<file path="src/design/madt_record_parser_defines.svh">
// assertion macros for the interrupt-controller table parser
// no dependencies; included by files that carry concurrent checks
`ifndef MADT_RECORD_PARSER_DEFINES_SVH
`define MADT_RECORD_PARSER_DEFINES_SVH

`ifndef NO_ASSERTIONS

// same-cycle implication
`define MADT_CHECK_NOW(name, clk, rstn, ante, cons, msg) \
    name: assert property (@(posedge clk) disable iff (!rstn) (ante) |-> (cons)) \
        else $error(msg);

// next-cycle implication
`define MADT_CHECK_NEXT(name, clk, rstn, ante, cons, msg) \
    name: assert property (@(posedge clk) disable iff (!rstn) (ante) |=> (cons)) \
        else $error(msg);

`else

`define MADT_CHECK_NOW(name, clk, rstn, ante, cons, msg)
`define MADT_CHECK_NEXT(name, clk, rstn, ante, cons, msg)

`endif

`endif

</file>
<file path="src/design/madt_pkg.sv">
// shared types, limits and codes of the interrupt-controller table parser
// no dependencies
package madt_pkg;

    localparam int MAX_CPUS    = 64;
    localparam int MAX_IOAPICS = 8;
    localparam int HOLD_BYTES  = 16;

    localparam int CPU_IDX_W = (MAX_CPUS > 1) ? $clog2(MAX_CPUS) : 1;
    localparam int CPU_CNT_W = $clog2(MAX_CPUS + 1);
    localparam int IOA_CNT_W = $clog2(MAX_IOAPICS + 1);
    localparam int HOLD_IDX_W = $clog2(HOLD_BYTES);

    // record kinds on the result channel
    localparam logic [2:0] KIND_CPU    = 3'd0;
    localparam logic [2:0] KIND_IOAPIC = 3'd1;
    localparam logic [2:0] KIND_ISA    = 3'd2;
    localparam logic [2:0] KIND_LAPIC  = 3'd3;
    localparam logic [2:0] KIND_FINAL  = 3'd4;

    // status codes
    localparam logic [3:0] STAT_OK        = 4'd0;
    localparam logic [3:0] STAT_TRUNC_HDR = 4'd1;
    localparam logic [3:0] STAT_SHORT_LEN = 4'd2;
    localparam logic [3:0] STAT_OVERRUN   = 4'd3;
    localparam logic [3:0] STAT_ID_RANGE  = 4'd4;
    localparam logic [3:0] STAT_DUP_ID    = 4'd5;
    localparam logic [3:0] STAT_TOO_MANY  = 4'd6;
    localparam logic [3:0] STAT_OVR_WIDE  = 4'd7;
    localparam logic [3:0] STAT_NO_TOPO   = 4'd8;

    // record type bytes
    localparam logic [7:0] REC_LAPIC     = 8'd0;
    localparam logic [7:0] REC_IOAPIC    = 8'd1;
    localparam logic [7:0] REC_ISO       = 8'd2;
    localparam logic [7:0] REC_LAPIC_OVR = 8'd5;
    localparam logic [7:0] REC_X2APIC    = 8'd9;

    // minimum record lengths
    localparam logic [7:0] LEN_LAPIC     = 8'd8;
    localparam logic [7:0] LEN_IOAPIC    = 8'd12;
    localparam logic [7:0] LEN_ISO       = 8'd10;
    localparam logic [7:0] LEN_LAPIC_OVR = 8'd12;
    localparam logic [7:0] LEN_X2APIC    = 8'd16;

    typedef struct packed {
        logic [7:0] data_byte;
        logic       end_of_table;
    } madt_in_t;

    typedef struct packed {
        logic [2:0]  record_kind;
        logic [7:0]  controller_id;
        logic [31:0] base_address;
        logic [31:0] interrupt_base;
        logic [3:0]  isa_source;
        logic [15:0] isa_flags;
        logic [3:0]  status;
        logic [6:0]  cpu_count;
        logic [3:0]  ioapic_count;
        logic        final_result;
    } madt_out_t;

    // record buffer write
    typedef struct packed {
        logic                  en;
        logic [HOLD_IDX_W-1:0] idx;
        logic [7:0]            data;
    } madt_buf_wr_t;

    // little-endian fields taken at fixed record offsets
    typedef struct packed {
        logic [31:0] word4;
        logic [31:0] word8;
        logic [7:0]  byte2;
        logic [7:0]  byte3;
        logic [15:0] half8;
    } madt_fields_t;

    // id memory access
    typedef struct packed {
        logic                 rd_en;
        logic [CPU_IDX_W-1:0] rd_addr;
        logic                 wr_en;
        logic [CPU_IDX_W-1:0] wr_addr;
        logic [7:0]           wr_data;
    } madt_ram_req_t;

endpackage

</file>
<file path="src/design/madt_record_parser.sv">
// channel   | dir | handshake          | payload
// s_        | in  | s_valid / s_ready  | madt_in_t: one table body byte
// m_        | out | m_valid / m_ready  | madt_out_t: record or final status
// cfg_      | in  | cfg_wr_en          | header local APIC base, 32 bits
//
// a body byte is taken in the idle state and handled in a step state; a byte that closes
// a record adds a decode state and a result state, and a processor record also walks
// the id memory one entry per cycle. the final byte adds a status state.
// results wait in an output register while the next byte is taken.
// reset is synchronous, active low, and needs no clearing pass.
// top level, depends on madt_pkg, madt_rec_buf, madt_id_store and the defines header
`include "madt_record_parser_defines.svh"

module madt_record_parser
    import madt_pkg::*;
(
    input  logic        aclk,
    input  logic        aresetn,
    input  logic        cfg_wr_en,
    input  logic [31:0] cfg_wr_data,
    input  logic        s_valid,
    output logic        s_ready,
    input  madt_in_t    s_data,
    output logic        m_valid,
    input  logic        m_ready,
    output madt_out_t   m_data
);

    typedef enum logic [2:0] {
        ST_IDLE,
        ST_STEP,
        ST_DECODE,
        ST_SEARCH,
        ST_ADD,
        ST_EMIT,
        ST_FINAL
    } state_t;

    state_t                state_reg, state_next;
    logic                  open_reg, open_next;
    logic [7:0]            byte_reg, byte_next;
    logic                  eot_reg, eot_next;
    logic [7:0]            offset_reg, offset_next;
    logic [7:0]            type_reg, type_next;
    logic [7:0]            len_reg, len_next;
    logic [CPU_CNT_W-1:0]  cpus_reg, cpus_next;
    logic [IOA_CNT_W-1:0]  ioap_reg, ioap_next;
    logic [31:0]           lapic_reg, lapic_next;
    logic [3:0]            err_reg, err_next;
    logic [7:0]            cand_reg, cand_next;
    logic [CPU_IDX_W-1:0]  idx_reg, idx_next;
    madt_out_t             pend_reg, pend_next;
    logic                  m_valid_reg, m_valid_next;
    madt_out_t             m_data_reg, m_data_next;
    logic [31:0]           cfg_lapic_reg, cfg_lapic_next;

    madt_buf_wr_t  buf_wr;
    madt_fields_t  fields;
    madt_ram_req_t ram_req;
    logic [7:0]    ram_rd_data;

    logic          out_free;
    logic          done_c;
    logic          proc_c;
    logic [31:0]   pid_c;
    logic [3:0]    fin_stat_c;
    state_t        after_c;

    madt_rec_buf u_rec_buf (
        .aclk   (aclk),
        .wr     (buf_wr),
        .fields (fields)
    );

    madt_id_store u_id_store (
        .aclk    (aclk),
        .req     (ram_req),
        .rd_data (ram_rd_data)
    );

    assign out_free = !m_valid_reg || m_ready;
    assign after_c  = eot_reg ? ST_FINAL : ST_IDLE;

    // processor candidate of a completed record
    always_comb begin
        proc_c = 1'b0;
        pid_c  = '0;
        case (type_reg)
            REC_LAPIC: begin
                if (len_reg >= LEN_LAPIC && fields.word4[1:0] != 2'b00) begin
                    proc_c = 1'b1;
                    pid_c  = {24'd0, fields.byte3};
                end
            end
            REC_X2APIC: begin
                if (len_reg >= LEN_X2APIC && fields.word8[1:0] != 2'b00) begin
                    proc_c = 1'b1;
                    pid_c  = fields.word4;
                end
            end
            default: begin
                proc_c = 1'b0;
            end
        endcase
    end

    always_comb begin
        if (err_reg != STAT_OK) begin
            fin_stat_c = err_reg;
        end else if (cpus_reg == '0 || ioap_reg == '0 || lapic_reg == '0) begin
            fin_stat_c = STAT_NO_TOPO;
        end else begin
            fin_stat_c = STAT_OK;
        end
    end

    always_comb begin
        state_next     = state_reg;
        open_next      = open_reg;
        byte_next      = byte_reg;
        eot_next       = eot_reg;
        offset_next    = offset_reg;
        type_next      = type_reg;
        len_next       = len_reg;
        cpus_next      = cpus_reg;
        ioap_next      = ioap_reg;
        lapic_next     = lapic_reg;
        err_next       = err_reg;
        cand_next      = cand_reg;
        idx_next       = idx_reg;
        pend_next      = pend_reg;
        m_valid_next   = m_valid_reg && !m_ready;
        m_data_next    = m_data_reg;
        cfg_lapic_next = cfg_wr_en ? cfg_wr_data : cfg_lapic_reg;
        buf_wr         = '0;
        ram_req        = '0;
        done_c         = 1'b0;

        case (state_reg)
            ST_IDLE: begin
                if (s_valid) begin
                    byte_next = s_data.data_byte;
                    eot_next  = s_data.end_of_table;
                    // first byte of a table starts fresh
                    if (!open_reg) begin
                        open_next   = 1'b1;
                        cpus_next   = '0;
                        ioap_next   = '0;
                        err_next    = STAT_OK;
                        offset_next = '0;
                        lapic_next  = cfg_lapic_reg;
                    end
                    state_next = ST_STEP;
                end
            end
            ST_STEP: begin
                if (err_reg == STAT_OK) begin
                    if (offset_reg < 8'(HOLD_BYTES)) begin
                        buf_wr.en   = 1'b1;
                        buf_wr.idx  = offset_reg[HOLD_IDX_W-1:0];
                        buf_wr.data = byte_reg;
                    end
                    case (offset_reg)
                        8'd0: begin
                            type_next = byte_reg;
                            if (eot_reg) begin
                                err_next = STAT_TRUNC_HDR;
                            end
                        end
                        8'd1: begin
                            len_next = byte_reg;
                            if (byte_reg < 8'd2) begin
                                err_next = STAT_SHORT_LEN;
                            end else if (byte_reg == 8'd2) begin
                                done_c = 1'b1;
                            end else if (eot_reg) begin
                                err_next = STAT_OVERRUN;
                            end
                        end
                        default: begin
                            if ({1'b0, offset_reg} + 9'd1 == {1'b0, len_reg}) begin
                                done_c = 1'b1;
                            end else if (eot_reg) begin
                                err_next = STAT_OVERRUN;
                            end
                        end
                    endcase
                    if (done_c) begin
                        offset_next = '0;
                        state_next  = ST_DECODE;
                    end else begin
                        if (err_next == STAT_OK) begin
                            offset_next = offset_reg + 8'd1;
                        end
                        state_next = after_c;
                    end
                end else begin
                    state_next = after_c;
                end
            end
            ST_DECODE: begin
                pend_next  = '0;
                state_next = after_c;
                case (type_reg)
                    REC_IOAPIC: begin
                        if (len_reg >= LEN_IOAPIC && ioap_reg < IOA_CNT_W'(MAX_IOAPICS)) begin
                            ioap_next                = ioap_reg + 1'b1;
                            pend_next.record_kind    = KIND_IOAPIC;
                            pend_next.controller_id  = fields.byte2;
                            pend_next.base_address   = fields.word4;
                            pend_next.interrupt_base = fields.word8;
                            state_next               = ST_EMIT;
                        end
                    end
                    REC_ISO: begin
                        if (len_reg >= LEN_ISO && fields.byte2 == 8'd0
                                && fields.byte3 < 8'd16) begin
                            pend_next.record_kind    = KIND_ISA;
                            pend_next.interrupt_base = fields.word4;
                            pend_next.isa_source     = fields.byte3[3:0];
                            pend_next.isa_flags      = fields.half8;
                            state_next               = ST_EMIT;
                        end
                    end
                    REC_LAPIC_OVR: begin
                        if (len_reg >= LEN_LAPIC_OVR) begin
                            if (fields.word8 != '0) begin
                                err_next = STAT_OVR_WIDE;
                            end else begin
                                lapic_next             = fields.word4;
                                pend_next.record_kind  = KIND_LAPIC;
                                pend_next.base_address = fields.word4;
                                state_next             = ST_EMIT;
                            end
                        end
                    end
                    default: begin
                        pend_next = '0;
                    end
                endcase
                if (proc_c) begin
                    if (pid_c > 32'd255) begin
                        err_next = STAT_ID_RANGE;
                    end else begin
                        cand_next = pid_c[7:0];
                        if (cpus_reg == '0) begin
                            state_next = ST_ADD;
                        end else begin
                            ram_req.rd_en   = 1'b1;
                            ram_req.rd_addr = '0;
                            idx_next        = '0;
                            state_next      = ST_SEARCH;
                        end
                    end
                end
            end
            ST_SEARCH: begin
                // read data belongs to idx_reg; next address issued in the same cycle
                if (ram_rd_data == cand_reg) begin
                    err_next   = STAT_DUP_ID;
                    state_next = after_c;
                end else if (CPU_CNT_W'(idx_reg) + 1'b1 == cpus_reg) begin
                    state_next = ST_ADD;
                end else begin
                    ram_req.rd_en   = 1'b1;
                    ram_req.rd_addr = idx_reg + 1'b1;
                    idx_next        = idx_reg + 1'b1;
                end
            end
            ST_ADD: begin
                if (cpus_reg >= CPU_CNT_W'(MAX_CPUS)) begin
                    err_next   = STAT_TOO_MANY;
                    state_next = after_c;
                end else begin
                    ram_req.wr_en           = 1'b1;
                    ram_req.wr_addr         = cpus_reg[CPU_IDX_W-1:0];
                    ram_req.wr_data         = cand_reg;
                    cpus_next               = cpus_reg + 1'b1;
                    pend_next               = '0;
                    pend_next.record_kind   = KIND_CPU;
                    pend_next.controller_id = cand_reg;
                    state_next              = ST_EMIT;
                end
            end
            ST_EMIT: begin
                if (out_free) begin
                    m_valid_next              = 1'b1;
                    m_data_next               = pend_reg;
                    m_data_next.cpu_count     = 7'(cpus_reg);
                    m_data_next.ioapic_count  = 4'(ioap_reg);
                    state_next                = after_c;
                end
            end
            ST_FINAL: begin
                if (out_free) begin
                    m_valid_next              = 1'b1;
                    m_data_next               = '0;
                    m_data_next.record_kind   = KIND_FINAL;
                    m_data_next.base_address  = lapic_reg;
                    m_data_next.status        = fin_stat_c;
                    m_data_next.cpu_count     = 7'(cpus_reg);
                    m_data_next.ioapic_count  = 4'(ioap_reg);
                    m_data_next.final_result  = 1'b1;
                    err_next                  = fin_stat_c;
                    open_next                 = 1'b0;
                    offset_next               = '0;
                    state_next                = ST_IDLE;
                end
            end
            default: begin
                state_next = ST_IDLE;
            end
        endcase
    end

    always_ff @(posedge aclk) begin
        byte_reg   <= byte_next;
        eot_reg    <= eot_next;
        cand_reg   <= cand_next;
        idx_reg    <= idx_next;
        pend_reg   <= pend_next;
        m_data_reg <= m_data_next;
        if (!aresetn) begin
            state_reg     <= ST_IDLE;
            open_reg      <= 1'b0;
            offset_reg    <= '0;
            type_reg      <= '0;
            len_reg       <= '0;
            cpus_reg      <= '0;
            ioap_reg      <= '0;
            lapic_reg     <= '0;
            err_reg       <= STAT_OK;
            m_valid_reg   <= 1'b0;
            cfg_lapic_reg <= '0;
        end else begin
            state_reg     <= state_next;
            open_reg      <= open_next;
            offset_reg    <= offset_next;
            type_reg      <= type_next;
            len_reg       <= len_next;
            cpus_reg      <= cpus_next;
            ioap_reg      <= ioap_next;
            lapic_reg     <= lapic_next;
            err_reg       <= err_next;
            m_valid_reg   <= m_valid_next;
            cfg_lapic_reg <= cfg_lapic_next;
        end
    end

    assign s_ready = (state_reg == ST_IDLE);
    assign m_valid = m_valid_reg;
    assign m_data  = m_data_reg;

`MADT_CHECK_NEXT(a_accept_steps, aclk, aresetn, s_valid && s_ready, state_reg == ST_STEP, "accepted item not stepped")
`MADT_CHECK_NOW(a_final_kind, aclk, aresetn, m_valid_reg && m_data_reg.final_result, m_data_reg.record_kind == KIND_FINAL, "final item with wrong kind")
`MADT_CHECK_NOW(a_record_ok, aclk, aresetn, m_valid_reg && !m_data_reg.final_result, m_data_reg.status == STAT_OK && m_data_reg.record_kind != KIND_FINAL, "record item carries status")
`MADT_CHECK_NOW(a_search_bounds, aclk, aresetn, state_reg == ST_SEARCH, cpus_reg != '0 && cpus_reg <= CPU_CNT_W'(MAX_CPUS), "id search outside held range")

endmodule

</file>
<file path="src/design/madt_rec_buf.sv">
// record byte buffer: holds the leading bytes of the current record
// and presents its fixed-offset fields; uses madt_pkg
module madt_rec_buf
    import madt_pkg::*;
(
    input  logic         aclk,
    input  madt_buf_wr_t wr,
    output madt_fields_t fields
);

    logic [7:0] buf_mem [HOLD_BYTES];

    always_ff @(posedge aclk) begin
        if (wr.en) begin
            buf_mem[wr.idx] <= wr.data;
        end
    end

    assign fields.word4 = {buf_mem[7], buf_mem[6], buf_mem[5], buf_mem[4]};
    assign fields.word8 = {buf_mem[11], buf_mem[10], buf_mem[9], buf_mem[8]};
    assign fields.byte2 = buf_mem[2];
    assign fields.byte3 = buf_mem[3];
    assign fields.half8 = {buf_mem[9], buf_mem[8]};

endmodule

</file>
<file path="src/design/madt_id_store.sv">
// processor id memory: one write port, one read port, registered read data
// uses madt_pkg
module madt_id_store
    import madt_pkg::*;
(
    input  logic          aclk,
    input  madt_ram_req_t req,
    output logic [7:0]    rd_data
);

    logic [7:0] id_mem [MAX_CPUS];
    logic [7:0] rd_data_reg;

    always_ff @(posedge aclk) begin
        if (req.wr_en) begin
            id_mem[req.wr_addr] <= req.wr_data;
        end
        if (req.rd_en) begin
            rd_data_reg <= id_mem[req.rd_addr];
        end
    end

    assign rd_data = rd_data_reg;

endmodule

</file>
<file path="config.mk">
export PLATFORM = sky130hd
export DESIGN_NAME = madt_record_parser
export DESIGN_NICKNAME = d
export VERILOG_FILES = /design/src/design/madt_pkg.sv /design/src/design/madt_record_parser.sv /design/src/design/madt_rec_buf.sv /design/src/design/madt_id_store.sv
export VERILOG_INCLUDE_DIRS = /design/src /design/src/design
export SDC_FILE = /design/constraint.sdc
export NUM_CORES = 1
export LEC_CHECK = 0
export BUFFER_PORTS_ARGS = -buffer_cell sky130_fd_sc_hd__buf_4
export CAP_MARGIN = 20
export CORE_ASPECT_RATIO = 1.25
export CORE_UTILIZATION = 50
export CTS_CLUSTER_SIZE = 28
export DETAILED_ROUTE_END_ITERATION = 16
export PLACE_DENSITY_LB_ADDON = 0.08
export SLEW_MARGIN = 10
export SYNTH_ARGS = -nofsm -noshare
export SYNTH_HDL_FRONTEND = slang
export SYNTH_SLANG_ARGS = --single-unit
</file>
<file path="constraint.sdc">
create_clock -name aclk -period 7.85 [get_ports aclk]
set_input_delay 0 -clock aclk [delete_from_list [all_inputs] [get_ports aclk]]
set_output_delay 0 -clock aclk [all_outputs]
set_load 0.01 [all_outputs]
</file>
# Yosys cells after proc, flatten, opt, wreduce, memory -nomap -nowiden
# Memory sizes are Yosys's and may differ from the RTL's. A register that Yosys moved wholly into a read port is not among the register bits.
# Index checks and enable logic that the tools add are counted.
op_classes:
  add_sub_neg: 6
  order_cmp: 10
  eq_ne: 35
  muxes: 115
  bitwise_logic: 1
  n_reduce_logical: 47
ops:
  columns: ["cell", "count"]
  rows:
  - ["one-hot mux 111 bit (2 select lines)", 2]
  - ["2-to-1 mux 111 bit", 3]
  - ["2-to-1 mux 32 bit", 8]
  - ["one-hot mux 32 bit (2 select lines)", 4]
  - ["2-to-1 mux 4 bit", 22]
  - ["2-to-1 mux 73 bit", 1]
  - ["2-to-1 mux 8 bit", 8]
  - ["2-to-1 mux 7 bit", 8]
  - ["2-to-1 mux 52 bit", 1]
  - ["2-to-1 mux 3 bit", 17]
  - ["2-to-1 mux 13 bit", 3]
  - ["> comparator 32 x 8 -> 1 bit (second input constant)", 1]
  - ["logical NOT 32 bit", 1]
  - ["inequality test 2 bit (second input constant)", 16]
  - ["nonzero test 32 bit", 1]
  - ["2-to-1 mux 15 bit", 2]
  - ["2-to-1 mux 6 bit", 5]
  - ["one-hot mux 7 bit (2 select lines)", 2]
  - ["greater-or-equal comparator 8 x 4 -> 1 bit (second input constant)", 3]
  - ["logical NOT 8 bit", 3]
  - ["one-hot mux 4 bit (6 select lines)", 1]
  - ["one-hot mux 8 bit (3 select lines)", 1]
  - ["one-hot mux 3 bit (7 select lines)", 1]
  - ["2-to-1 mux 20 bit", 1]
  - ["other kinds (47)", 99]
totals:
  reg_bits: 342
  mem_bits_rw: 640
  in_bits: 46
  out_inout_bits: 113
  mem_count: 2
memory_table:
  columns: ["memory", "words", "width", "read_ports", "rd_clocked_by_memory_dff", "write_ports", "line", "rtl"]
  rows:
  - ["u_id_store.id_mem", 64, 8, 1, 1, 1, "madt_id_store.sv:11", "logic [7:0] id_mem [MAX_CPUS];"]
  - ["u_rec_buf.buf_mem", 16, 8, 10, 0, 1, "madt_rec_buf.sv:11", "logic [7:0] buf_mem [HOLD_BYTES];"]

# Logic depth before layout (Yosys ltp)
# Gate-level depths: netlist of run 1.
depth:
  ltp_word: 11
  ltp_mapped: 14
  ltp_nobuf: 11

# Cells and area by module
# A second synthesis of run 1 with hierarchy kept.
hier_totals:
  hier_cells: 2457
  hier_area_um2: 37780.0
by_module_without_submodules:
  columns: ["module", "instances", "cells_each", "area_each_um2", "seq_area_each_um2"]
  rows:
  - ["madt_id_store", 1, 972, 20270.7, 15615.0]
  - ["madt_record_parser", 1, 1372, 14898.0, 8978.6]
  - ["madt_rec_buf", 1, 113, 2611.3, 2402.3]

# Least setup slack after synthesis of run 1
# OpenSTA, ideal clock, no wires.
synth_timing:
  kind: "reg-to-reg"
  start: "reg state_reg[0]"
  end: "reg m_data_reg (netlist bit m_data[100]), enable pin"
  arrival_time_ps: 5703
  required_ps: 7270
  slack_ps: 1567
  stages_incl_launch_ff: 6
  period_less_slack_ps: 6283
  cell_sequence: "dfxtp_1 > clkbuf_1 > clkbuf_1 > xor2_1 > nand2_1 > nor2_1"
synth_between:
  elab_chain_len: 3
  word_cells_on_any_way: 6
  cone_classes: "eq/ne (4); reduce/logical (2)"
synth_lines:
  columns: ["element", "line", "rtl"]
  rows:
  - ["from (decl)", "madt_record_parser.sv:39", "state_t state_reg, state_next;"]
  - ["from (signal assigned)", "madt_record_parser.sv:336", "state_reg <= state_next;"]
  - ["== test 3 bit", "madt_record_parser.sv:139", "case (state_reg)"]
  - ["inequality test 2 bit (no line) or nonzero test 2 bit (tied branches)", null, null]
  - ["AND reduction 3 bit (no line) (*)", null, null]
  - ["to (signal assigned)", "madt_record_parser.sv:322", "m_data_reg <= m_data_next;"]
  - ["to (decl)", "madt_record_parser.sv:54", "madt_out_t m_data_reg, m_data_next;"]
# Every way passes the cells marked *; elsewhere a longest branch is shown, timed or not.
# A chain may end at the register's enable or synchronous reset.

# Worst setup path in the final report of run 1
layout_timing:
  start: "reg idx_reg[0]"
  end: "reg u_id_store.rd_data_reg[0] (netlist: u_id_store.rd_data[0]) (read register of u_id_store.id_mem) (data pin)"
layout_between:
  elab_chain_len: 5
  word_cells_on_any_way: 6
  cone_classes: "add/sub (2); eq/ne (1); mux (3)"
layout_lines:
  columns: ["element", "line", "rtl"]
  rows:
  - ["from (decl)", "madt_record_parser.sv:51", "logic [CPU_IDX_W-1:0] idx_reg, idx_next;"]
  - ["from (signal assigned)", "madt_record_parser.sv:320", "idx_reg <= idx_next;"]
  - ["adder 6 x 1 -> 7 bit", "madt_record_parser.sv:262", "end else if (CPU_CNT_W'(idx_reg) + 1'b1 == cpus_reg) begin"]
  - ["== test 7 bit", "madt_record_parser.sv:262", null]
  - ["2-to-1 mux 7 bit (*)", "madt_record_parser.sv:262", null]
  - ["2-to-1 mux 7 bit (*)", "madt_record_parser.sv:259", "if (ram_rd_data == cand_reg) begin"]
  - ["one-hot mux 7 bit (2 select lines) (*)", "madt_record_parser.sv:139", null]
  - ["to (decl)", "madt_id_store.sv:12", "logic [7:0] rd_data_reg;"]
# Marked as above.

==> results by stage, run 1 <==
STA:
- The final clock period utilization by the worst path is 0.6974.
- The final-report hold violation count is 0.
- Subtracting the final worst setup slack from the clock period gives 5.475 ns.
- In this run the tightest slew margin relative to its limit is 0.2068.
- Clock skew on the completed layout was measured at 0.03191 ns.
- The max-slew violation total from the final report is 0.
- At the pin with the least slew margin, the transition time is 1.174 ns.
- Setup repair after global routing left no endpoint under its margin.
- Hold timing on the final database bottoms out at a slack of 0.09918 ns.
- The total of endpoints with negative setup slack in the final report is 0.
- Derived from the worst setup path, the maximum achievable clock frequency is 182.7 MHz.
- The accumulated negative setup slack is 0 ns.
- The minimum setup slack in the final design is 2.375 ns.

Logic synthesis:
- The gate count after technology mapping is 2672.
- The dominant synthesized flop cell is edfxtp_1.
- The count of yosys warnings during synthesis is 0.
- Of all flip-flops after synthesis, the portion carrying an async set or reset was 0.
- In this run, synthesis produced a sequential element count of 935.
- The area of the mapped netlist is 38180 um^2.
- In this run the mean area of a mapped cell was 14.29 um^2.
- The number of nets handed over by synthesis was 2726.
- Yosys mapped a number of flops with a built-in enable equal to 827.
- The distinct cell type count after synthesis is 89.
- The share of the Yosys chip area taken by registers is 0.7071.

Route:
- The routed layout has 23430 vias.
- The wire length after detailed routing is 103.1 mm.
- The final routed wire length divided by cell count is 25.99 um.
- In this run, the number of DRC markers left after iteration 0 of detailed routing was 2009.
- The first TritonRoute pass finished after 5 iterations.
- The total DRC errors in the routed layout is 0.
- In the routed layout, each cell is associated on average with a via count of 5.907.
- Once detail routing completed, the nets flagged for antenna violations numbered 0.

Clocking:
- The clock tree from TritonCTS is done.
- No sink is reached through more buffers than the 3 on the longest clock path.
- The root buffer cell chosen for the clock tree is clkbuf_16.
- The count of clock tree sinks is 935.
- The clock slew seen by the registers of the worst setup and hold paths is 0.07 ns.
- Counting the buffers created by CTS gives 93.
- For the worst-skew pair, the clock arrives at the later sink with an insertion delay of 0.66 ns.
- The H-tree was split into 3 levels.
- The setup fix buffers added after clock tree synthesis is 0.

Die:
- The initial utilization of the core area, before any placement, comes to 0.5083.
- During I/O placement, the number of pins put on the boundary was 159.
- The core region is 75110 um^2.
- The area of the die is 77470 um^2.
- Measured along the x axis, the die boundary spans 249.2 um.
- The vertical die dimension is 310.9 um.
- The row count is 112.

Placed design:
- The global placer's final weighted congestion is 0.9096.
- Summed over all nets, the half-perimeter wirelength after detailed placement is 68.08 mm.
- The port buffer count is 158.
- At the placement stage, the worst setup path has a slack of 2.462 ns.

Outcome:
- The run finished with clean final reports.

Critical path:
- Counting both buffers and inverters, the worst setup path holds a total of 2.
- The endpoint class of the critical path is a flip-flop.
- In this run the worst path has a maximum fanout of 97.
- The required time of the worst setup path is 8.19 ns.
- The launching element type of the critical path is a flip-flop.
- The largest delay contributor family on the critical path is compound AO/OA/AOI/OAI gates.
- The signal on the critical path passes through ha_1 > xor2_4 > buf_4 > xnor2_1 > o2111ai_2 > o31ai_4 > buf_12 > mux2i_1 > a221oi_1 > o41ai_1 > nand4_1.
- The largest stage delay on the critical path is 1.06 ns.
- The critical path crosses 11 cells after its start point.
- The type of the setup path with the least slack is reg -> reg.
- The critical path arrival is 5.82 ns.
- The number of cells on the worst reg-to-reg path is 11.
- The slowest stage of the critical path belongs to the cell o41ai_1.

Global routing:
- The initial antenna violation count is 2.
- The via count of the first global-routing pass is 23690.
- The met1 demand-to-capacity share in global routing is 0.3196.
- The first global-routing pass estimated 153.5 mm of wire.
- For met2 alone, demand over resource in global routing was 0.4661.
- The total global routing track utilization is 0.2668.
- The total congestion overflow is 0.
- The most utilized layer in the global route result is met2.
- For met3 alone, demand over resource in global routing was 0.03882.
- Entering global routing, the biggest net connects 141 pins.

Layout:
- The fraction of final layout cells sized beyond drive strength 1 is 0.1412.
- The register with the most flip-flops in the layout has 512 of them.
- The net count of the finished layout is 2970.
- The growth of design area from synthesis to finish is 16.61%.
- For this run, the share of the core covered by cells in the final layout is 0.5927.

Min path:
- The worst hold path class is in -> reg.
- The hold-critical path depth is 2.

Power and ir drop:
- The static leakage is 16.48 nW.
- IR analysis of the VDD net gives a maximum drop of 188.1 uV.
- After layout, the design draws a total of 10.69 mW.
- For this design the ratio of total power to cell area is 240.1 nW/um^2.

Flow run:
- Max-cap violations in this run came to 0.
## stage by stage
| stage | area, um^2 | instances |
|---|---|---|
| final | 44520 | 3966 |
| after global routing | 44520 | 3966 |
| after CTS | 44470 | 3961 |
| after detailed placement | 40330 | 3680 |
| after global placement | 40330 | 3680 |
| after floorplan | 38180 | 2672 |
## cell families (layout without fill, tap and decap cells)
kind of cell,count (synthesis),in the layout,synth area share
AOI/OAI and AO/OA,402,402,0.07924
and+or+nand+nor,912,912,0.1194
xor gates and xnor gates,36,36,0.009373
adders and majority gates,8,8,0.002622
other,0,2,0
muxes,193,193,0.06086
buffers and inverters,186,509,0.02147
DFF,935,935,0.7071
## cell usage after synthesis (12+ instances only)
library cell  instances  area [um^2]
edfxtp_1            827        24830
nand2_1             282         1059
nor2_1              177        664.4
mux2i_1             159         1592
clkbuf_1            117        439.2
and2_1              116        725.7
dfxtp_1             108         2162
nor2b_1              95        594.3
a211oi_1             85        638.1
nand3_1              80        400.4
a21oi_1              56        280.3
a22oi_1              44        330.3
nor4_1               36        225.2
o211a_1              34        340.3
o21ai_0              32        160.2
mux4_2               31        698.2
and3_1               28        175.2
inv_1                22        82.58
a221oi_1             21        183.9
buf_2                19        95.09
xor2_1               19        166.4
nor3_1               18        90.09
nand4_1              16        100.1
a31oi_1              13        81.33
xnor2_1              13        113.9
buf_4                12        90.09
o21ai_1              12        60.06
or4_1                12        90.09
## placed cells by master (no fill, tap or decap), drive strengths merged, types with 15 or more instances in the layout
| cell | n |
|---|---|
| edfxtp | 827 |
| o21ai | 45 |
| nor3 | 20 |
| buf | 204 |
| xor2 | 19 |
| dfxtp | 108 |
| and2 | 117 |
| xnor2 | 15 |
| nand2 | 282 |
| nor4 | 40 |
| a21oi | 56 |
| and3 | 28 |
| nand4 | 16 |
| nor2 | 177 |
| dlygate4sd3 | 107 |
| mux2i | 159 |
| clkbuf | 115 |
| o211a | 34 |
| inv | 27 |
| clkinv | 41 |
| mux4 | 31 |
| a22oi | 44 |
| nor2b | 95 |
| nand3 | 82 |
| a21boi | 22 |
| a211oi | 87 |
| a221oi | 24 |
## power breakdown
| group | internal (mW) | switching, mW |
|---|---|---|
| sequential | 5.52 | 0.0783 |
| combinational | 0.226 | 0.376 |
| clock | 2.60 | 1.88 |
## metal layers
metal / part of all wire / wire length, um
met3: 0.055 / 5664
met2: 0.51 / 52480
met1: 0.38 / 39180
met5: 0 / 0
met4: 0.056 / 5755
## worst reg2reg max path: cells and delay by family (launching register included)
| kind | cells | cell delay [ns] |
|---|---|---|
| mux | 1 | 0.47 |
| fa+ha+maj | 1 | 0.37 |
| compound gates | 4 | 2.21 |
| xor+xnor | 2 | 0.38 |
| flops | 1 | 0.48 |
| simple gates | 1 | 0.19 |
| buf+inv | 2 | 1.05 |
## path summary, 6_finish.rpt
kind,endpoint,slack (ns),start
hold reg to reg,type_reg[6]$_SDFFE_PN0P_,0.47,type_reg[6]$_SDFFE_PN0P_
setup reg to reg,u_id_store.rd_data[0]$_DFFE_PP_,2.38,idx_reg[0]$_SDFFCE_PN0P_
hold / removal,byte_reg[6]$_DFFE_PP_,0.1,s_data[7]
setup / recovery,u_id_store.rd_data[0]$_DFFE_PP_,2.38,idx_reg[0]$_SDFFCE_PN0P_
## repair_timing
item | 4_1_cts | 5_1_grt
hold endpoints to repair | 72 | 0
hold buffers | 107 | 0
resized for setup | 0 | 0
## area by class of cell
class | count | area (um^2)
Sequential cell | 935 | 27000
Clock inverter | 59 | 591.8
Clock buffer | 115 | 2472
Multi-Input combinational cell | 1551 | 10490
Timing Repair Buffer | 311 | 2668
Tap cell | 969 | 1212
Antenna cell | 2 | 5.005
Fill cell | 5862 | 30590
Inverter | 24 | 90.09
(Power assumes the default switching activity.)
==> run 2, diff against run 1 <==
ABC_AREA = 1   (was not set)
clock period = 4.4 ns   (was 7.85 ns; I/O delays follow)
==> results by stage, run 2 <==
Outcome:
- The flow ran to the end, and the final reports show no timing, DRC or antenna violations.

STA:
- The worst pin sits at a relative slew slack of 0.2021.
- Between clock sinks in the finished design, the worst skew comes to 0.02083 ns.
- The accumulated negative setup slack is 0 ns.
- The final-report hold violation count is 0.
- The pin slew with the least headroom to its limit is 1.193 ns.
- The minimum period implied by the final worst setup slack is 3.833 ns.
- Derived from the worst setup path, the maximum achievable clock frequency is 260.9 MHz.
- The max-slew violation total from the final report is 0.
- In the finished design, the share of the clock period the worst path needs comes to 0.8710.
- Setup violations remaining at the end of the flow were counted as 0.
- Setup repair after global routing left no endpoint under its margin.

Critical path:
- The most prevalent standard cell on the critical path is nor2_1.
- The required time of the worst setup path is 4.68 ns.
- The worst register-to-register path begins at state_reg[0]$_SDFFE_PN0P_.
- The critical-path cell with the highest stage delay is nor2_1.
- STA classifies the critical path startpoint as a flip-flop.
- The largest stage delay on the critical path is 0.90 ns.
- The buffer and inverter count on the worst path is 3.
- The source of the critical timing path is state_reg[0]$_SDFFE_PN0P_.
- The type of the setup path with the least slack is reg -> reg.
- The endpoint class of the critical path is a flip-flop.
- Traced cell by cell, the critical path runs through nor2_1 > inv_1 > nor2_1 > inv_1 > nor2_2 > inv_2 > nor3_1 > nand2_1 > nor2_1.
- The reg2reg setup slack is 0.57 ns.
- The cell family contributing the most delay on the critical path is simple AND/OR/NAND/NOR gates.
- The critical path arrival is 4.11 ns.
- The worst-path maximum fanout is 21.

Global routing:
- The first-pass GRT wire length is 172.5 mm.
- The largest net degree at the start of global routing is 148.
- The initial antenna violation count is 1.
- Across every metal layer, demand over resource in global routing totals 0.2756.
- For this run the aggregate overflow at the end of global routing stands at 0.
- The via count of the first global-routing pass is 28140.

Logic synthesis:
- Ranked by total cell area, the synthesized netlist is headed by edfxtp_1 61%, nand3_1 6.6%, inv_1 6.5%.
- The most used flip-flop cell after synthesis is edfxtp_1.
- Of the post-synthesis cell area, the dominant cell type holds 0.6056.
- The area of the mapped netlist is 41010 um^2.
- The count of yosys warnings during synthesis is 0.
- Synthesis produced a netlist with a net count of 4052.
- The leading area contributor after synthesis is edfxtp_1.
- The sequential share of the synthesized area is 0.6583.
- The synthesized area divided by synthesized cell count is 10.26 um^2.
- The gate count after technology mapping is 3998.
- The synthesized design contains 935 register bits.
- After synthesis, the netlist uses 44 different library cells.
- The most used standard cell by instance count after synthesis is edfxtp_1.
- The proportion of register bits with asynchronous set or reset after synthesis is 0.
- In the synthesized netlist, the cells that appear most often are 827 x edfxtp_1, 710 x inv_1, 583 x nand2_1.
- The synthesized design contains 827 enable-type register cells.

Die:
- The area of the die is 83170 um^2.
- The effective utilization at floorplan is 0.5038.
- The core region is 81390 um^2.
- The die is 258.2 um wide.
- The row count is 117.
- The vertical die dimension is 322.2 um.
- 159 I/O pins were placed.

Clocking:
- Counting along the longest clock path gives a buffer depth of 3.
- CTS saw 935 sinks.
- The number of levels the H-tree was split into is 3.
- The number of hold buffers added after cts is 76.
- The number of clock buffers added by TritonCTS is 95.
- The tree is rooted in a clkbuf_16.
- After clock tree synthesis, the clock-pin slew on the worst setup and hold paths is 0.06 ns.
- TritonCTS built the clock tree.
- The setup fix buffers added after clock tree synthesis is 0.
- Post-CTS repair changed the size of 0 cells.
- The source-to-sink clock delay at the later pin of the worst-skew pair is 0.67 ns.

Layout:
- After the flow finishes, the layout carries non-filler instances totaling 5345.
- The total non-filler cell area in the finished layout is 47490 um^2.
- The growth of design area from synthesis to finish is 15.80%.
- The fraction of final layout cells sized beyond drive strength 1 is 0.1036.
- At the end of the flow, the number of nets in the layout was 4248.
- The total area of sequential cells is 27000 um^2.
- The number of flip-flops in the largest register is 512.
- At the end of the flow the core is filled with cells to 0.5834.
- The multi-input combinational cells in the finished layout cover a total of 10300 um^2.
- The library cells used most frequently in the layout, excluding fill and tap cells, are 827 x edfxtp_1, 710 x inv_1, 582 x nand2_1.
- The antenna cell count is 0.
- The filler cells instantiated in the layout total 6999.
- The most common cell after layout, fill and taps aside is edfxtp_1.

Route:
- The first TritonRoute pass finished after 6 iterations.
- In this run, the number of DRC markers left after iteration 0 of detailed routing was 2662.
- The number of nets with antenna violations after routing is 0.
- For this block, the via count after detailed routing is 29330.
- Wires add up to 115.4 mm.
- The final routed wire length divided by cell count is 21.58 um.
- The detail-routed via count per cell is 5.487.
- The total DRC errors in the routed layout is 0.

Min path:
- The worst hold path class is in -> reg.
- The hold path startpoint is s_data[0].

Power and ir drop:
- In this run the static leakage power is 18.94 nW.
- IR analysis of the VDD net gives a maximum drop of 290.5 uV.
- The power density over the cells is 434.4 nW/um^2.
- The total power consumption of the routed design is 20.63 mW.

Placed design:
- Including well taps, the total number of placed cells is 5091.
- The port buffer count is 158.
- The HPWL after detailed placement is 72.82 mm.
- At the end of routability-driven placement, the weighted congestion stood at 0.9221.
- Summing all placed instances gives a cell area of 43470 um^2.

Flow run:
- The reported max-cap violation count is 0.
## run 2: power breakdown
part / switching [mW] / internal (mW) / leakage [nW]
Clock: 3.43 / 5.02 / 1.57
Sequential: 0.203 / 10.1 / 8.89
Combinational: 1.36 / 0.541 / 8.48
Total: 4.99 / 15.6 / 18.9
## run 2: cell type report
cell class	instances	area share
inverter	725	0.05734
tap	1071	0.02822
clock inverter	52	0.01317
clock buffer	125	0.05528
sequential	935	0.5685
multi-input combinational	2111	0.2169
timing repair buffer	326	0.06055
## run 2: worst paths after layout
path,end,cells past startpoint
worst min-delay path,eot_reg$_DFFE_PP_,2
worst min register to register,type_reg[5]$_SDFFE_PN0P_,2
worst max register to register,u_id_store.id_mem[61][0]$_DFFE_PP_,9
worst max-delay path,u_id_store.id_mem[61][0]$_DFFE_PP_,9
## run 2: cells by family (layout without fill, tap and decap cells)
kind of cell               Yosys count  count (layout)  synth area share
AOI/OAI and AO/OA                  269             269           0.03606
xor gates and xnor gates            11              11          0.002350
DFF                                935             935            0.6583
buffers and inverters              952            1228           0.09355
and+or+nand+nor                   1823            1823            0.2073
adders and majority gates            8               8          0.002441
## run 2: through the flow
stage	hold WS, ns	setup slack [ns]
finish	0.07131	0.5674
CTS	0.04005	0.6548
global placement	0.1822	0.7126
detailed placement	0.1804	0.6667
floorplan	0.09887	0.5107
global route	0.06365	0.3599
## run 2: layer usage
layer	GRT usage	vias up	part of all wire
met4	0.1412	2	0.053
li1	-	13960	-
met1	0.3322	14080	0.39
met2	0.4816	1036	0.50
met5	0	-	0.00011
met3	0.03827	251	0.054
==> run 3, diff against run 2 <==
CORE_UTILIZATION = 56   (was 50)
==> results by stage, run 3 (synthesis gave the netlist of run 2 again) <==
Die:
- The core outline area is 72260 um^2.
- The die is 304.6 um tall.
- For this configuration, the core starts out at a cell density of 0.5675.
- The number of top-level pins is 159.
- The die covers 74320 um^2.
- Row generation in the floorplan step produced 110 rows.
- The die width is 244.0 um.

Clocking:
- The clock passes through at most 3 buffers.
- The clock slew seen by the registers of the worst setup and hold paths is 0.06 ns.
- The setup fix buffers added after clock tree synthesis is 0.
- The count of clock tree sinks is 935.
- The clock tree from TritonCTS is done.
- TritonCTS created 90 clock buffers.
- In this run the number of H-tree levels came out at 3.
- The library cell used as clock root buffer is clkbuf_16.
- The source-to-sink clock delay at the later pin of the worst-skew pair is 0.66 ns.

Global routing:
- The initial antenna violation count is 1.
- Entering global routing, the biggest net connects 160 pins.
- The via count of the first global-routing pass is 28850.
- The first-pass GRT wire length is 173.0 mm.
- Across every metal layer, demand over resource in global routing totals 0.3083.
- The total congestion overflow is 0.

Min path:
- The hold-critical path depth is 2.
- The min-delay analysis places its worst path in the category in -> reg.
- The worst hold path terminates at byte_reg[7]$_DFFE_PP_.
- In this run the most critical hold path is launched from s_data[8].

Route:
- The wire length after detailed routing is 114.6 mm.
- The number of detailed-route iterations in the first pass is 6.
- In the routed layout, each cell is associated on average with a via count of 5.763.
- The number of DRC markers in iteration 0 is 3429.
- The total DRC errors in the routed layout is 0.
- The number of nets with antenna violations after routing is 0.
- The total number of vias is 30320.
- The final routed wire length divided by cell count is 21.79 um.

Placed design:
- Counting tap cells, the placed design contains a total of 5017 instances.
- Summed over all nets, the half-perimeter wirelength after detailed placement is 72.45 mm.
- The count of buffers added on input and output ports is 158.
- The global placer's final weighted congestion is 0.9084.
- The area after detailed placement is 43640 um^2.

Critical path:
- The critical-path cell with the highest stage delay is nor4_1.
- For this run, the slowest stage of the critical path takes 0.69 ns.
- The required time of the worst setup path is 5.00 ns.
- Measured in cells, the most critical reg-to-reg path has a length of 12.
- The number of buffers and inverters on the critical path is 2.
- The start of the worst register-to-register path is u_rec_buf.buf_mem[9][5]$_DFFE_PP_.
- Traced cell by cell, the critical path runs through nor4_1 > nand3_1 > nor2_1 > nand3_1 > nand2_1 > clkinv_1 > nand4_1 > a21oi_1 > nand2_1 > nand2_1 > a21oi_1 > dlygate4sd3_1.
- The worst register-to-register path has a setup slack of 0.77 ns.
- The most prevalent standard cell on the critical path is nand2_1.
- In this run the critical register-to-register path is captured at state_reg[2]$_SDFFE_PN0P_.
- Grouping stages by cell kind, the critical path spends the most delay in simple AND/OR/NAND/NOR gates.
- Of all nets on the critical path, the largest fanout is 19.
- The worst setup path is captured at a flip-flop.
- The critical path arrival is 4.22 ns.
- The worst setup path is launched from a flip-flop.
- The critical path in this run is classified as reg -> reg.

Outcome:
- The run finished with clean final reports.

Power and ir drop:
- The static leakage is 18.99 nW.
- Dividing total power by cell area gives a power density of 418.2 nW/um^2.
- IR analysis of the VDD net gives a maximum drop of 300.5 uV.

Flow run:
- The reported max-cap violation count is 0.

STA:
- Setup violations remaining at the end of the flow were counted as 0.
- Of the available clock period, the critical path in the final layout requires 0.8240.
- The accumulated negative setup slack is 0 ns.
- The final-report hold violation count was 0.
- The relative slew slack is 0.1924.
- Derived from the worst setup path, the maximum achievable clock frequency is 275.8 MHz.
- The max-slew violation total from the final report was 0.
- The minimum period implied by the final worst setup slack is 3.625 ns.
- For the pin with the worst max-slew slack, the measured transition is 1.207 ns.
- The final worst hold slack is 0.06041 ns.
- Setup repair after global routing left no endpoint under its margin.
- Across the routed clock network, the largest skew measured is 0.01880 ns.

Layout:
- The register with the most flip-flops in the layout has 512 of them.
- Leaving out fill and tap cells, the most frequent cell in the layout is edfxtp_1.
- The net count of the finished layout is 4288.
- In the layout the commonest cells are 827 x edfxtp_1, 710 x inv_1, 582 x nand2_1.
- Relative to the synthesized area, the layout overhead comes to 15.20%.
- The final non-filler cell total is 5261.
- In the final layout, the share of cells above drive strength 1 is 0.1102.
- The final core utilization is 0.6538.
- The antenna cell count is 0.
- The total non-filler cell area in the finished layout is 47240 um^2.
==> run 3: metrics by stage <==
stage | total power, mW | setup slack, ns
2_1_floorplan | 11.60 | 0.5107
6_report | 19.76 | 0.7746
3_5_place_dp | 12.31 | 0.9410
4_1_cts | 19.79 | 0.9061
3_3_place_gp | 12.28 | 0.8891
5_1_grt | 20.37 | 0.6026
==> run 3: how the worst max path moves through the flow <==
stage                                           start                               to  slack [ns]  cells past startpoint
floorplan                   state_reg[2]$_SDFFE_PN0P_        m_data[100]$_SDFFCE_PP0P_        0.51                      6
global placement             idx_reg[0]$_SDFFCE_PN0P_  u_id_store.rd_data[6]$_DFFE_PP_        0.89                     18
detailed placement           idx_reg[0]$_SDFFCE_PN0P_  u_id_store.rd_data[6]$_DFFE_PP_        0.94                     17
CTS                          idx_reg[0]$_SDFFCE_PN0P_  u_id_store.rd_data[6]$_DFFE_PP_        0.91                     17
global route        u_rec_buf.buf_mem[9][5]$_DFFE_PP_        state_reg[2]$_SDFFE_PN0P_        0.60                     12
finish              u_rec_buf.buf_mem[9][5]$_DFFE_PP_        state_reg[2]$_SDFFE_PN0P_        0.77                     12
==> run 3: final cells by class <==
type                    count  area [um^2]
clock buffers             113         2379
multi-input cells        2111        10310
well taps                 952         1191
inverters                 725         2723
fillers                  5651        25020
clock inverters            54        456.7
flip-flops and latches    935        27000
repair buffers            371         3191
==> run 3: metal layers <==
layer | routed length, um | vias to the layer above | track usage
met5 | 9 | - | 0
met4 | 4096 | 2 | 0.1192
met3 | 11060 | 239 | 0.05072
met2 | 53460 | 1610 | 0.4835
met1 | 46000 | 14440 | 0.4318
li1 | - | 14020 | -
==> run 3: report_power, final <==
part	internal (mW)	leakage [nW]	switching, mW
Combinational	0.557	8.72	1.39
Sequential	10.1	8.89	0.206
Clock	4.20	1.38	3.34
Total	14.8	19.0	4.93
==> run 3: what timing repair did <==
item                                   4_1_cts  5_1_grt
gates resized for setup                      0        0
hold buffers                                77        0
endpoints found under the hold margin       79        0
==> run 3: worst register-to-register path: stages, from the launching register on <==
cell	delay, ns
edfxtp_1	0.41
nor4_1	0.69
nand3_1	0.26
nor2_1	0.18
nand3_1	0.15
nand2_1	0.11
clkinv_1	0.53
nand4_1	0.30
a21oi_1	0.09
nand2_1	0.08
nand2_1	0.06
a21oi_1	0.13
dlygate4sd3_1	0.59
